**config.mk**
```make
export PLATFORM = sky130hd
export DESIGN_NAME = gscc_ctrl
export DESIGN_NICKNAME = d
export VERILOG_FILES = /design/src/hw/rtl/gscc_pkg.sv /design/src/hw/rtl/gscc_ctrl.sv
export SDC_FILE = /design/constraint.sdc
export NUM_CORES = 1
export LEC_CHECK = 0
export ABC_AREA = 1
export BUFFER_PORTS_ARGS = -buffer_cell sky130_fd_sc_hd__buf_2
export CORE_AREA = 2 2 39 41
export CTS_BUF_LIST = sky130_fd_sc_hd__clkbuf_16
export DETAILED_ROUTE_END_ITERATION = 8
export DIE_AREA = 0 0 41 43
export PLACE_DENSITY_LB_ADDON = 0.08
export SYNTH_ARGS = -nofsm -noshare
export SYNTH_HDL_FRONTEND = slang
export SYNTH_SLANG_ARGS = --single-unit
```
**constraint.sdc**
```tcl
create_clock -name i_clk -period 1.3 [get_ports i_clk]
set_input_delay 0.325 -clock i_clk [delete_from_list [all_inputs] [get_ports i_clk]]
set_output_delay 0.325 -clock i_clk [all_outputs]
set_load 0.01 [all_outputs]
```
**src/hw/rtl/gscc_pkg.sv**
```systemverilog
package gscc_pkg;

    localparam int COORD_W = 16;
    localparam int CFG_W   = 9;
    localparam int WIDE_W  = 18;   // holds any coordinate difference plus margin

    localparam int DEF_MAX_ROWS = 256;
    localparam int DEF_MAX_COLS = 256;

    localparam logic [CFG_W-1:0] CFG_RESET = 9'd256;

    // configuration register indexes
    localparam logic CFG_GRID_ROWS = 1'b0;
    localparam logic CFG_GRID_COLS = 1'b1;

    // operation codes
    localparam logic [1:0] OP_LOAD    = 2'd0;
    localparam logic [1:0] OP_POINT   = 2'd1;
    localparam logic [1:0] OP_SEGMENT = 2'd2;

    typedef struct packed {
        logic [1:0]                operation;
        logic signed [COORD_W-1:0] row_a;
        logic signed [COORD_W-1:0] col_a;
        logic signed [COORD_W-1:0] row_b;
        logic signed [COORD_W-1:0] col_b;
        logic                      cell_blocked;
    } t_in_item;

    typedef struct packed {
        logic path_clear;
        logic in_bounds;
    } t_out_item;

    typedef enum logic [3:0] {
        ST_CLEAR,
        ST_IDLE,
        ST_DECODE,
        ST_START,
        ST_WALK_DN,
        ST_WALK_UP,
        ST_DRAIN,
        ST_DONE
    } t_state;

    typedef struct packed {
        logic clear_en;
        logic capture;
        logic load_en;
        logic setup;
        logic walk_init;
        logic walk_step;
        logic issue;
        logic dir_up;
        logic out_load;
    } t_cmd;

    typedef struct packed {
        logic       clear_last;
        logic [1:0] op;
        logic       in_bounds;
        logic       at_end;
        logic       out_busy;
    } t_status;

endpackage

```
**src/hw/rtl/gscc_ctrl.sv**
```systemverilog
module gscc_ctrl (
    input  logic              i_clk,
    input  logic              i_rst_n,
    input  logic              i_in_valid,
    output logic              o_in_ready,
    input  gscc_pkg::t_status i_status,
    output gscc_pkg::t_cmd    o_cmd
);
    import gscc_pkg::*;

    t_state r_state;
    t_state n_state;

    always_ff @(posedge i_clk) begin
        if (!i_rst_n) begin
            r_state <= ST_CLEAR;
        end else begin
            r_state <= n_state;
        end
    end

    always_comb begin
        n_state = r_state;
        unique case (r_state)
            ST_CLEAR: begin
                if (i_status.clear_last) n_state = ST_IDLE;
            end
            ST_IDLE: begin
                if (i_in_valid) n_state = ST_DECODE;
            end
            ST_DECODE: begin
                if (i_status.op == OP_POINT || i_status.op == OP_SEGMENT) begin
                    n_state = ST_START;
                end else begin
                    n_state = ST_IDLE;
                end
            end
            ST_START: begin
                n_state = i_status.in_bounds ? ST_WALK_DN : ST_DONE;
            end
            ST_WALK_DN: begin
                if (i_status.at_end) n_state = ST_WALK_UP;
            end
            ST_WALK_UP: begin
                if (i_status.at_end) n_state = ST_DRAIN;
            end
            ST_DRAIN: begin
                n_state = ST_DONE;
            end
            ST_DONE: begin
                if (!i_status.out_busy) n_state = ST_IDLE;
            end
            default: begin
                n_state = ST_IDLE;
            end
        endcase
    end

    always_comb begin
        o_cmd      = '0;
        o_in_ready = 1'b0;
        unique case (r_state)
            ST_CLEAR: begin
                o_cmd.clear_en = 1'b1;
            end
            ST_IDLE: begin
                o_in_ready    = 1'b1;
                o_cmd.capture = i_in_valid;
            end
            ST_DECODE: begin
                o_cmd.load_en = (i_status.op == OP_LOAD);
                o_cmd.setup   = (i_status.op == OP_POINT || i_status.op == OP_SEGMENT);
            end
            ST_START: begin
                o_cmd.walk_init = i_status.in_bounds;
            end
            ST_WALK_DN: begin
                // walk from the second endpoint down, then restart there going up
                o_cmd.issue     = 1'b1;
                o_cmd.walk_init = i_status.at_end;
                o_cmd.walk_step = !i_status.at_end;
            end
            ST_WALK_UP: begin
                o_cmd.issue     = 1'b1;
                o_cmd.dir_up    = 1'b1;
                o_cmd.walk_step = !i_status.at_end;
            end
            ST_DRAIN: begin
            end
            ST_DONE: begin
                o_cmd.out_load = !i_status.out_busy;
            end
            default: begin
            end
        endcase
    end

endmodule

```
# After elaboration in Yosys (flattened, before gate mapping)
# Index checks and enable logic that the tools add are counted.
# Widths: inputs -> output; s select.
[op_classes]
n_eq_ne = 14
mux = 16
n_reduce_logical = 7
[ops]
columns = ["op", "n"]
rows = [
  ["$pmux 4 s8", 1],
  ["$mux 4", 5],
  ["$eq 4x3->1 const B", 4],
  ["$ne 2x2->1 const B", 5],
  ["$eq 4x2->1 const B", 2],
  ["$mux 2", 4],
  ["$mux 1", 5],
  ["$reduce_and 5->1", 1],
  ["$eq 4x1->1 const B", 1],
  ["$logic_not 4->1", 1],
  ["$eq 2x1->1 const B", 1],
  ["$eq 2x2->1 const B", 1],
  ["$logic_not 1->1", 2],
  ["$logic_not 2->1", 1],
  ["$pmux 1 s2", 1],
  ["$reduce_or 2->1", 1],
  ["$logic_or 1x1->1", 1],
]
[word_totals]
ff_bits = 4
in_bits = 9
out_inout_bits = 10
word_cells = 38

# Logic depth before layout (Yosys ltp)
# Gate-level depths: netlist of run 1.
[depth]
word_depth = 4
ltp_mapped = 7
depth_no_buf = 6

# Worst setup path after synthesis of run 1
# Ideal clock, no wire load.
[synth_timing]
path_type = "in2out"
startpoint = "in i_status[3] (netlist name)"
endpoint = "out o_cmd[5] (netlist name)"
arrival_ns = 0.824
required_time_ns = 0.975
slack_ns = 0.151
path_stages = 4
n_path_buf = 0
path_cell_list = "inv_1 -> ha_1 -> inv_1 -> nor2_1"
[synth_lines]
columns = ["element", "line", "source"]
rows = [
  ["start: declaration", "gscc_ctrl.sv:6", "input gscc_pkg::t_status i_status,"],
  ["end: declaration", "gscc_ctrl.sv:7", "output gscc_pkg::t_cmd o_cmd"],
]

==> results.yml, run 1 <==
synth:
  synthCells: 51
  synth_cell_types: 21
  syn_area_sq_um: 314
  synth_area_leaders: "dfxtp_1 (19%), nor2_1 (12%), inv_1 (11%), buf_6 (7.2%), nand2_1 (7.2%)"
  yosys.area.top_type: "dfxtp_1"
  syn_nets: 61
  syn_avg_cell_area_sq_um: 6.16
  yosys_warnings: 0
  yosys.area.top_type_share_pct: 19.1
  yosysSeqAreaShare_pct: 19.1
  ys_seq_elements: 3
drt:
  routed.top_layer: "met3"
  wl_per_cell_um: 9.84
  drc: 0
  viasPerCell: 4.42
  drtAntennaViolNets: 0
  wl_met1_um: 385
  drt_iter0_markers: 5
  totalWireLength_um: 915
  wl_met3_um: 98
  route.met2.wl_um: 431
  vias: 411
  first_pass_iters: 4
cells_and_area:
  fin_area_sq_um: 566
  largestRegisters: "r_state x3"
  synthToLayoutAreaGrowth_pct: 80.1
  largest_reg_flops: 3
  fin_nets: 88
  regMostFlops: "r_state"
  stdcell_count: 93
  antenna_cells: 0
  final_common_cell: "buf_2"
  drive_gt1_share_pct: 54.5
  final_cell_mix: "buf_2 (18), inv_1 (10), nor2_1 (8)"
timing:
  whs_ns: 0.351
  layout_setup_ws_ns: -0.0657
  period_share_pct: 105
  setup_violations: 9
  finalMaxSlewViolations: 0
  hold_viol: 0
  finClkSkew_ns: 0.00151
  period_needed_ns: 1.37
  worst_pin_slew_ns: 0.176
  rsz0062_at_grt: "true"
  max_freq_mhz: 732
  slew_headroom_pct: 88.2
clock_network:
  cts_buffers: 3
  clkTransAtPathRegs_ns: 0.03
  cts_sinks: 3
  cts_tree: "done"
  hold_buffers: 0
  clockRootBuffer: "clkbuf_16"
  htree_levels: 1
  clk_path_buf_depth: 2
  clkLatencyLatePin_ns: 0.22
worst_setup_path:
  endpoint_kind: "output port"
  critPathTopFamily: "flip-flops"
  reg2reg_to: "r_state[0]$_SDFFE_PN0P_"
  rrSetupSlack_ns: 0.23
  crit_buf_inv: 2
  critPathSlowestCell: "dfxtp_4"
  crit_path_max_incr_delay_ns: 0.36
  reg2reg_from: "r_state[2]$_SDFFE_PN0P_"
  start_kind: "flop"
  path_cells: "buf_6, nor2_4, nand2_2, nor2_1, buf_2"
  critPathRequiredTime_ns: 0.98
  worstPathArrival_ns: 1.04
  path_class: "reg -> out"
  cp_max_fo: 7
  worstRegToRegCells: 6
die:
  dieArea_sq_um: 1760
  die_x_um: 41
  die_h_um: 43
  ios: 19
  rows: 14
  start_util_pct: 22.7
  coreArea_sq_um: 1380
min_path:
  hold_depth: 3
  hold_class: "in -> reg"
  hp-start: "i_rst_n"
  hold_end: "r_state[2]$_SDFFE_PN0P_"
global_route:
  overflow: 0
  grt_max_degree: 8
  track_usage_pct: 11.7
  grt_pass1_vias: 344
  grt_pass1_wl_um: 1390
  antenna_found_initial: 0
outcome:
  violations: "negative setup slack"
  status: "finished, violations left"
pwr:
  finalPower_mw: 1.06
  power.leakage_nw: 0.309
  vdd_drop_max_mv: 0.901
  powerDensity_nw_per_um2: 1870
placed_design:
  pre_cts_ws_ns: 0.0202
  port_buffers: 18
  numPlacedInstances: 86
  gp_congestion: 0.778
  dpl.hpwl_um: 696
  place_area_sq_um: 424
flow_run:
  drv_cap: 0
## synthesized netlist by cell type
master / count
a211oi_1: 1
buf_6: 2
clkinv_1: 1
dfxtp_1: 3
ha_1: 1
inv_1: 9
inv_2: 1
inv_4: 1
nand2_1: 6
nand2_2: 1
nand3_1: 2
nand4_1: 3
nand4_2: 1
nor2_1: 10
nor2_2: 2
nor3_1: 2
nor3_2: 1
o211ai_1: 1
o21ai_0: 1
o21ai_1: 1
o22ai_1: 1
## routing by layer
layer  vias up  track usage [%]
met2        17             16.9
met4         0             2.00
met5         -                0
met1       178             15.3
li1        216                -
met3         0             6.28
## cell families (layout without fill, tap and decap cells)
| family | after synthesis | in the layout | synth area share (%) |
|---|---|---|---|
| and+or+nand+nor | 28 | 28 | 44.6 |
| buffers and inverters | 14 | 40 | 22.3 |
| AOI/OAI and AO/OA | 5 | 5 | 9.96 |
| DFF | 3 | 3 | 19.1 |
| adders and majority gates | 1 | 1 | 3.98 |
## per-stage QoR
step	utilization (%)	setup TNS (ns)
global route	40.9	-0.978
detailed placement	30.7	0
CTS	39.2	-0.461
global placement	30.7	0
finish	40.9	-0.369
floorplan	-	0
## worst min-delay path, cell delays in order
cell,delay (ns)
buf_2,0.11
inv_1,0.05
a211oi_1,0.04
## worst max path at each step
| stage | from | to | slack [ns] | depth (start not counted) |
|---|---|---|---|---|
| finish | r_state[0]$_SDFFE_PN0P_ | o_cmd[5] | -0.07 | 5 |
| global route | r_state[1]$_SDFFE_PN0P_ | o_cmd[7] | -0.14 | 4 |
| CTS | r_state[1]$_SDFFE_PN0P_ | o_cmd[8] | -0.07 | 3 |
| detailed placement | i_status[3] | o_cmd[5] | 0.02 | 6 |
| global placement | i_status[4] | o_cmd[5] | 0.03 | 6 |
| floorplan | i_status[3] | o_cmd[5] | 0.15 | 4 |
## power by group
group	leakage (nW)	switching (mW)	total (mW)	internal [mW]
registers	0.0267	0.0522	0.183	0.131
logic	0.240	0.217	0.400	0.183
clock network	0.0423	0.0770	0.473	0.396
## timing repair
item                       CTS  global route
pin swaps                    1             1
setup endpoints to repair   10             9
resized for setup           10             4
setup buffers                2             1
## area by class of cell
class                      instances  area, sq um
clock buffer                       3         75.1
clock inverter                     1         3.75
fill                             163          818
inverter                          12         50.0
multi-input combinational         34          206
sequential                         3         71.3
tap                               16         20.0
timing repair buffer              24          139
Note: power is estimated with default switching activity, not from simulation.
==> run 2, diff against run 1 <==
- CTS_BUF_LIST: sky130_fd_sc_hd__clkbuf_16 -> not set
==> results.yml, run 2 (synthesis results as in run 1) <==
timing:
  slew_headroom_pct: 87.8
  period_needed_ns: 1.38
  finClkSkew_ns: 0.00324
  setup_violations: 9
  fin_setup_tns_ns: -0.461
  hold_viol: 0
  period_share_pct: 106
  layout_setup_ws_ns: -0.0786
  max_freq_mhz: 725
  worst_pin_slew_ns: 0.181
  finalMaxSlewViolations: 0
  rsz0062_at_grt: "true"
die:
  rows: 14
  ios: 19
  coreArea_sq_um: 1380
  die_h_um: 43
  die_x_um: 41
  start_util_pct: 22.7
  dieArea_sq_um: 1760
cells_and_area:
  final_cell_mix: "buf_2 (18), inv_1 (9), nor2_1 (8)"
  drive_gt1_share_pct: 54.5
  antenna_cells: 0
  synthToLayoutAreaGrowth_pct: 63.3
  largestRegisters: "r_state x3"
  fin_area_sq_um: 513
  final_common_cell: "buf_2"
  regMostFlops: "r_state"
  largest_reg_flops: 3
  fin_util_pct: 37.1
  fin_nets: 88
clock_network:
  clkTransAtPathRegs_ns: 0.04
  cts_buffers: 3
  cts_sinks: 3
  clk_path_buf_depth: 2
  clkLatencyLatePin_ns: 0.23
  htree_levels: 1
  hold_buffers: 0
  cts_tree: "done"
  clockRootBuffer: "clkbuf_4"
drt:
  viasPerCell: 4.35
  drtAntennaViolNets: 0
  drc: 0
  drt_iter0_markers: 4
  wl_per_cell_um: 9.59
  first_pass_iters: 4
  vias: 405
  totalWireLength_um: 892
flow_run:
  drv_cap: 0
min_path:
  hold_class: "in -> reg"
global_route:
  grt_util_met2_pct: 16.9
  grt_use_met3_pct: 6.28
  track_usage_pct: 11.7
  grt_pass1_vias: 347
  grt-busiest-layer: "met2"
  antenna_found_initial: 0
  grt_max_degree: 8
  grt_pass1_wl_um: 1400
  met1_usage_pct: 15.3
  overflow: 0
worst_setup_path:
  critPathSlowestCell: "dfxtp_4"
  crit_buf_inv: 2
  crit_path_max_incr_delay_ns: 0.36
  critPathTopFamily: "flip-flops"
  critPathRequiredTime_ns: 0.98
  worstPathArrival_ns: 1.05
  endpoint_kind: "output port"
  cp_max_fo: 7
  path_class: "reg -> out"
  start_kind: "flop"
  path_cells: "buf_6, nor2_4, nand2_2, nor2_1, buf_2"
pwr:
  p_sw_mw: 0.316
  powerDensity_nw_per_um2: 1450
  switching_share_pct: 42.4
  power.leakage_nw: 0.282
  pwr-share-seq_pct: 24.7
  finalPower_mw: 0.745
  vdd_drop_max_mv: 0.466
  internal_power_mw: 0.429
  power_frac_clock_pct: 21.6
  combPwrFrac_pct: 53.7
placed_design:
  gp_congestion: 0.778
  port_buffers: 18
  place_area_sq_um: 424
  dpl.hpwl_um: 696
outcome:
  violations: "negative setup slack"
  status: "finished, violations left"
-- run 2: cell types whose count changed in the layout (fill, tap and decap cells not counted), sizes merged --
cell,previous run,this run
inv,12,11
clkbuf,3,4
-- run 2: what timing repair did --
item / 4_1_cts / 5_1_grt
setup endpoints to repair: 10 / 9
pin swaps: 1 / 1
buffers inserted: 2 / 1
gates resized for setup: 10 / 4
-- run 2: area by class of cell --
type,count,area (sq um)
tap,16,20.0
multi-input combinational,34,206
inverter,12,50.0
timing repair buffer,24,139
fill,173,871
clock buffer,4,26.3
sequential,3,71.3
-- run 2: path summary, 6_finish.rpt --
check,start,slack [ns],to,depth (start not counted)
worst max-delay path,r_state[0]$_SDFFE_PN0P_,-0.08,o_cmd[5],5
worst min-delay path,i_rst_n,0.34,r_state[2]$_SDFFE_PN0P_,3
worst max register to register,r_state[2]$_SDFFE_PN0P_,0.22,r_state[0]$_SDFFE_PN0P_,6
worst min register to register,r_state[1]$_SDFFE_PN0P_,0.57,r_state[2]$_SDFFE_PN0P_,2
-- run 2: per-stage QoR --
step / std cells / setup slack (ns) / hold WS [ns]
after floorplan: 51 / 0.151 / 0.444
after global placement: 86 / 0.0275 / 0.589
after detailed placement: 86 / 0.0202 / 0.589
after CTS: 92 / -0.0895 / 0.325
after global routing: 93 / -0.167 / 0.344
final: 93 / -0.0786 / 0.343
-- run 2: metal layers --
metal | wire (um) | part of all wire (%) | vias to the layer above
met5 | 0 | 0 | -
met4 | 0 | 0 | 0
met3 | 87 | 9.8 | 0
met2 | 400 | 45 | 15
met1 | 404 | 45 | 175
li1 | - | - | 215
-- run 2: power by group through the flow --
stage | combinational (mW) | clock, mW | sequential (mW)
floorplan | 0.263 | 0 | 0.139
global placement | 0.351 | 0 | 0.163
detailed placement | 0.350 | 0 | 0.163
CTS | 0.390 | 0.173 | 0.183
global route | 0.451 | 0.189 | 0.189
finish | 0.400 | 0.161 | 0.184
-- run 2: worst register-to-register path, delay by kind of cell (launching register included) --
kind                   cells  cell delay, ns
DFF                        1            0.36
buffers and inverters      2            0.19
and+or+nand+nor            4            0.41
==> run 3, diff against run 2 <==
- PLACE_DENSITY_LB_ADDON: 0.08 -> not set
==> results.yml, run 3 (synthesis results as in run 1) <==
cells_and_area:
  largest_reg_flops: 3
  multi_input_area_sq_um: 220
  final_common_cell: "buf_2"
  largestRegisters: "r_state x3"
  fin_nets: 92
  fin_area_sq_um: 552
  final_cell_mix: "buf_2 (18), inv_1 (9), nor2_1 (9)"
  drive_gt1_share_pct: 58.0
  synthToLayoutAreaGrowth_pct: 75.7
  antenna_cells: 0
  regArea_sq_um: 68.8
  regMostFlops: "r_state"
  fillers: 152
die:
  rows: 14
  start_util_pct: 22.7
  coreArea_sq_um: 1380
  die_x_um: 41
  die_h_um: 43
  dieArea_sq_um: 1760
  ios: 19
placed_design:
  port_buffers: 18
  place_area_sq_um: 409
  gp_congestion: 0.737
  dpl.hpwl_um: 627
  pre_cts_ws_ns: 0.0172
clock_network:
  clk_path_buf_depth: 2
  htree_levels: 1
  clkLatencyLatePin_ns: 0.23
  cts_buffers: 3
  cts_tree: "done"
  hold_buffers: 0
  cts_sinks: 3
  clockRootBuffer: "clkbuf_4"
  clkTransAtPathRegs_ns: 0.04
timing:
  fin_setup_tns_ns: -0.566
  worst_pin_slew_ns: 0.164
  max_freq_mhz: 715
  rsz0062_at_grt: "true"
  hold_viol: 0
  setup_violations: 10
  layout_setup_ws_ns: -0.0981
  slew_headroom_pct: 88.9
  period_needed_ns: 1.40
  finClkSkew_ns: 0.00238
  period_share_pct: 108
  finalMaxSlewViolations: 0
global_route:
  overflow: 0
  antenna_found_initial: 0
  grt_max_degree: 7
  track_usage_pct: 12.8
  grt_pass1_wl_um: 1570
  grt_pass1_vias: 395
outcome:
  violations: "negative setup slack"
  status: "finished, violations left"
worst_setup_path:
  worstRegToRegCells: 8
  rrSetupSlack_ns: -0.07
  cp_max_fo: 6
  reg2reg_from: "r_state[0]$_SDFFE_PN0P_"
  path_class: "reg -> out"
  startpoint: "r_state[0]$_SDFFE_PN0P_"
  worstPathArrival_ns: 1.07
  endpoint_kind: "output port"
  critPathRequiredTime_ns: 0.98
  start_kind: "flop"
flow_run:
  drv_cap: 0
drt:
  first_pass_iters: 4
  totalWireLength_um: 953
  wl_per_cell_um: 9.82
  vias: 434
  viasPerCell: 4.47
  drt_iter0_markers: 8
  drtAntennaViolNets: 0
  drc: 0
min_path:
  hold_depth: 3
  hp-start: "i_rst_n"
  hold_class: "in -> reg"
pwr:
  vdd_drop_max_mv: 0.677
  powerDensity_nw_per_um2: 1400
  power.leakage_nw: 0.313
[run 3: changes by cell type in the layout (fill, tap and decap cells not counted), sizes merged]
cell / before / now
buf: 24 / 27
clkbuf: 4 / 5
[run 3: report_power, final]
group	internal [mW]	leakage, nW	total, mW	switching [mW]
clock network	0.115	0.0150	0.162	0.0469
registers	0.131	0.0264	0.196	0.0653
logic	0.185	0.272	0.414	0.229
total	0.430	0.313	0.772	0.342
[run 3: worst paths after layout]
check	endpoint
min reg2reg	r_state[2]$_SDFFE_PN0P_
max reg2reg	r_state[0]$_SDFFE_PN0P_
min	r_state[2]$_SDFFE_PN0P_
max	o_cmd[4]
[run 3: cell type report]
| class | instances | area share, % |
|---|---|---|
| Multi-Input combinational cell | 34 | 39.9 |
| Sequential cell | 3 | 12.5 |
| Inverter | 12 | 9.07 |
| Tap cell | 16 | 3.63 |
| Clock buffer | 4 | 4.76 |
| Timing Repair Buffer | 28 | 30.2 |
[run 3: metrics by stage]
step / hold slack, ns / power [mW] / util, % / std cells
5_1_grt: 0.349 / 0.851 / 39.9 / 97
4_1_cts: 0.326 / 0.732 / 36.7 / 95
2_1_floorplan: 0.444 / 0.401 / - / 51
3_5_place_dp: 0.558 / 0.476 / 29.6 / 84
6_report: 0.344 / 0.772 / 39.9 / 97
3_3_place_gp: 0.556 / 0.472 / 29.6 / 84
[run 3: metal layers]
| layer | up-vias | wire [um] | GRT usage [%] |
|---|---|---|---|
| met5 | - | 0 | 0 |
| met3 | 0 | 73 | 6.28 |
| li1 | 225 | - | - |
| met2 | 15 | 491 | 19.7 |
| met1 | 194 | 388 | 16.0 |
| met4 | 0 | 0 | 2.00 |
[run 3: worst max-delay path, stage by stage (launching register included)]
cell     delay [ns]
dfxtp_4        0.37
nor2_4         0.13
nand2_2        0.07
o22ai_1        0.12
buf_2          0.15
[run 3: what timing repair did]
item	CTS	global route
setup buffers	7	3
gates resized for setup	10	7
pin swaps	2	3
endpoints found under the setup margin	10	10
hold endpoints to repair	0	0
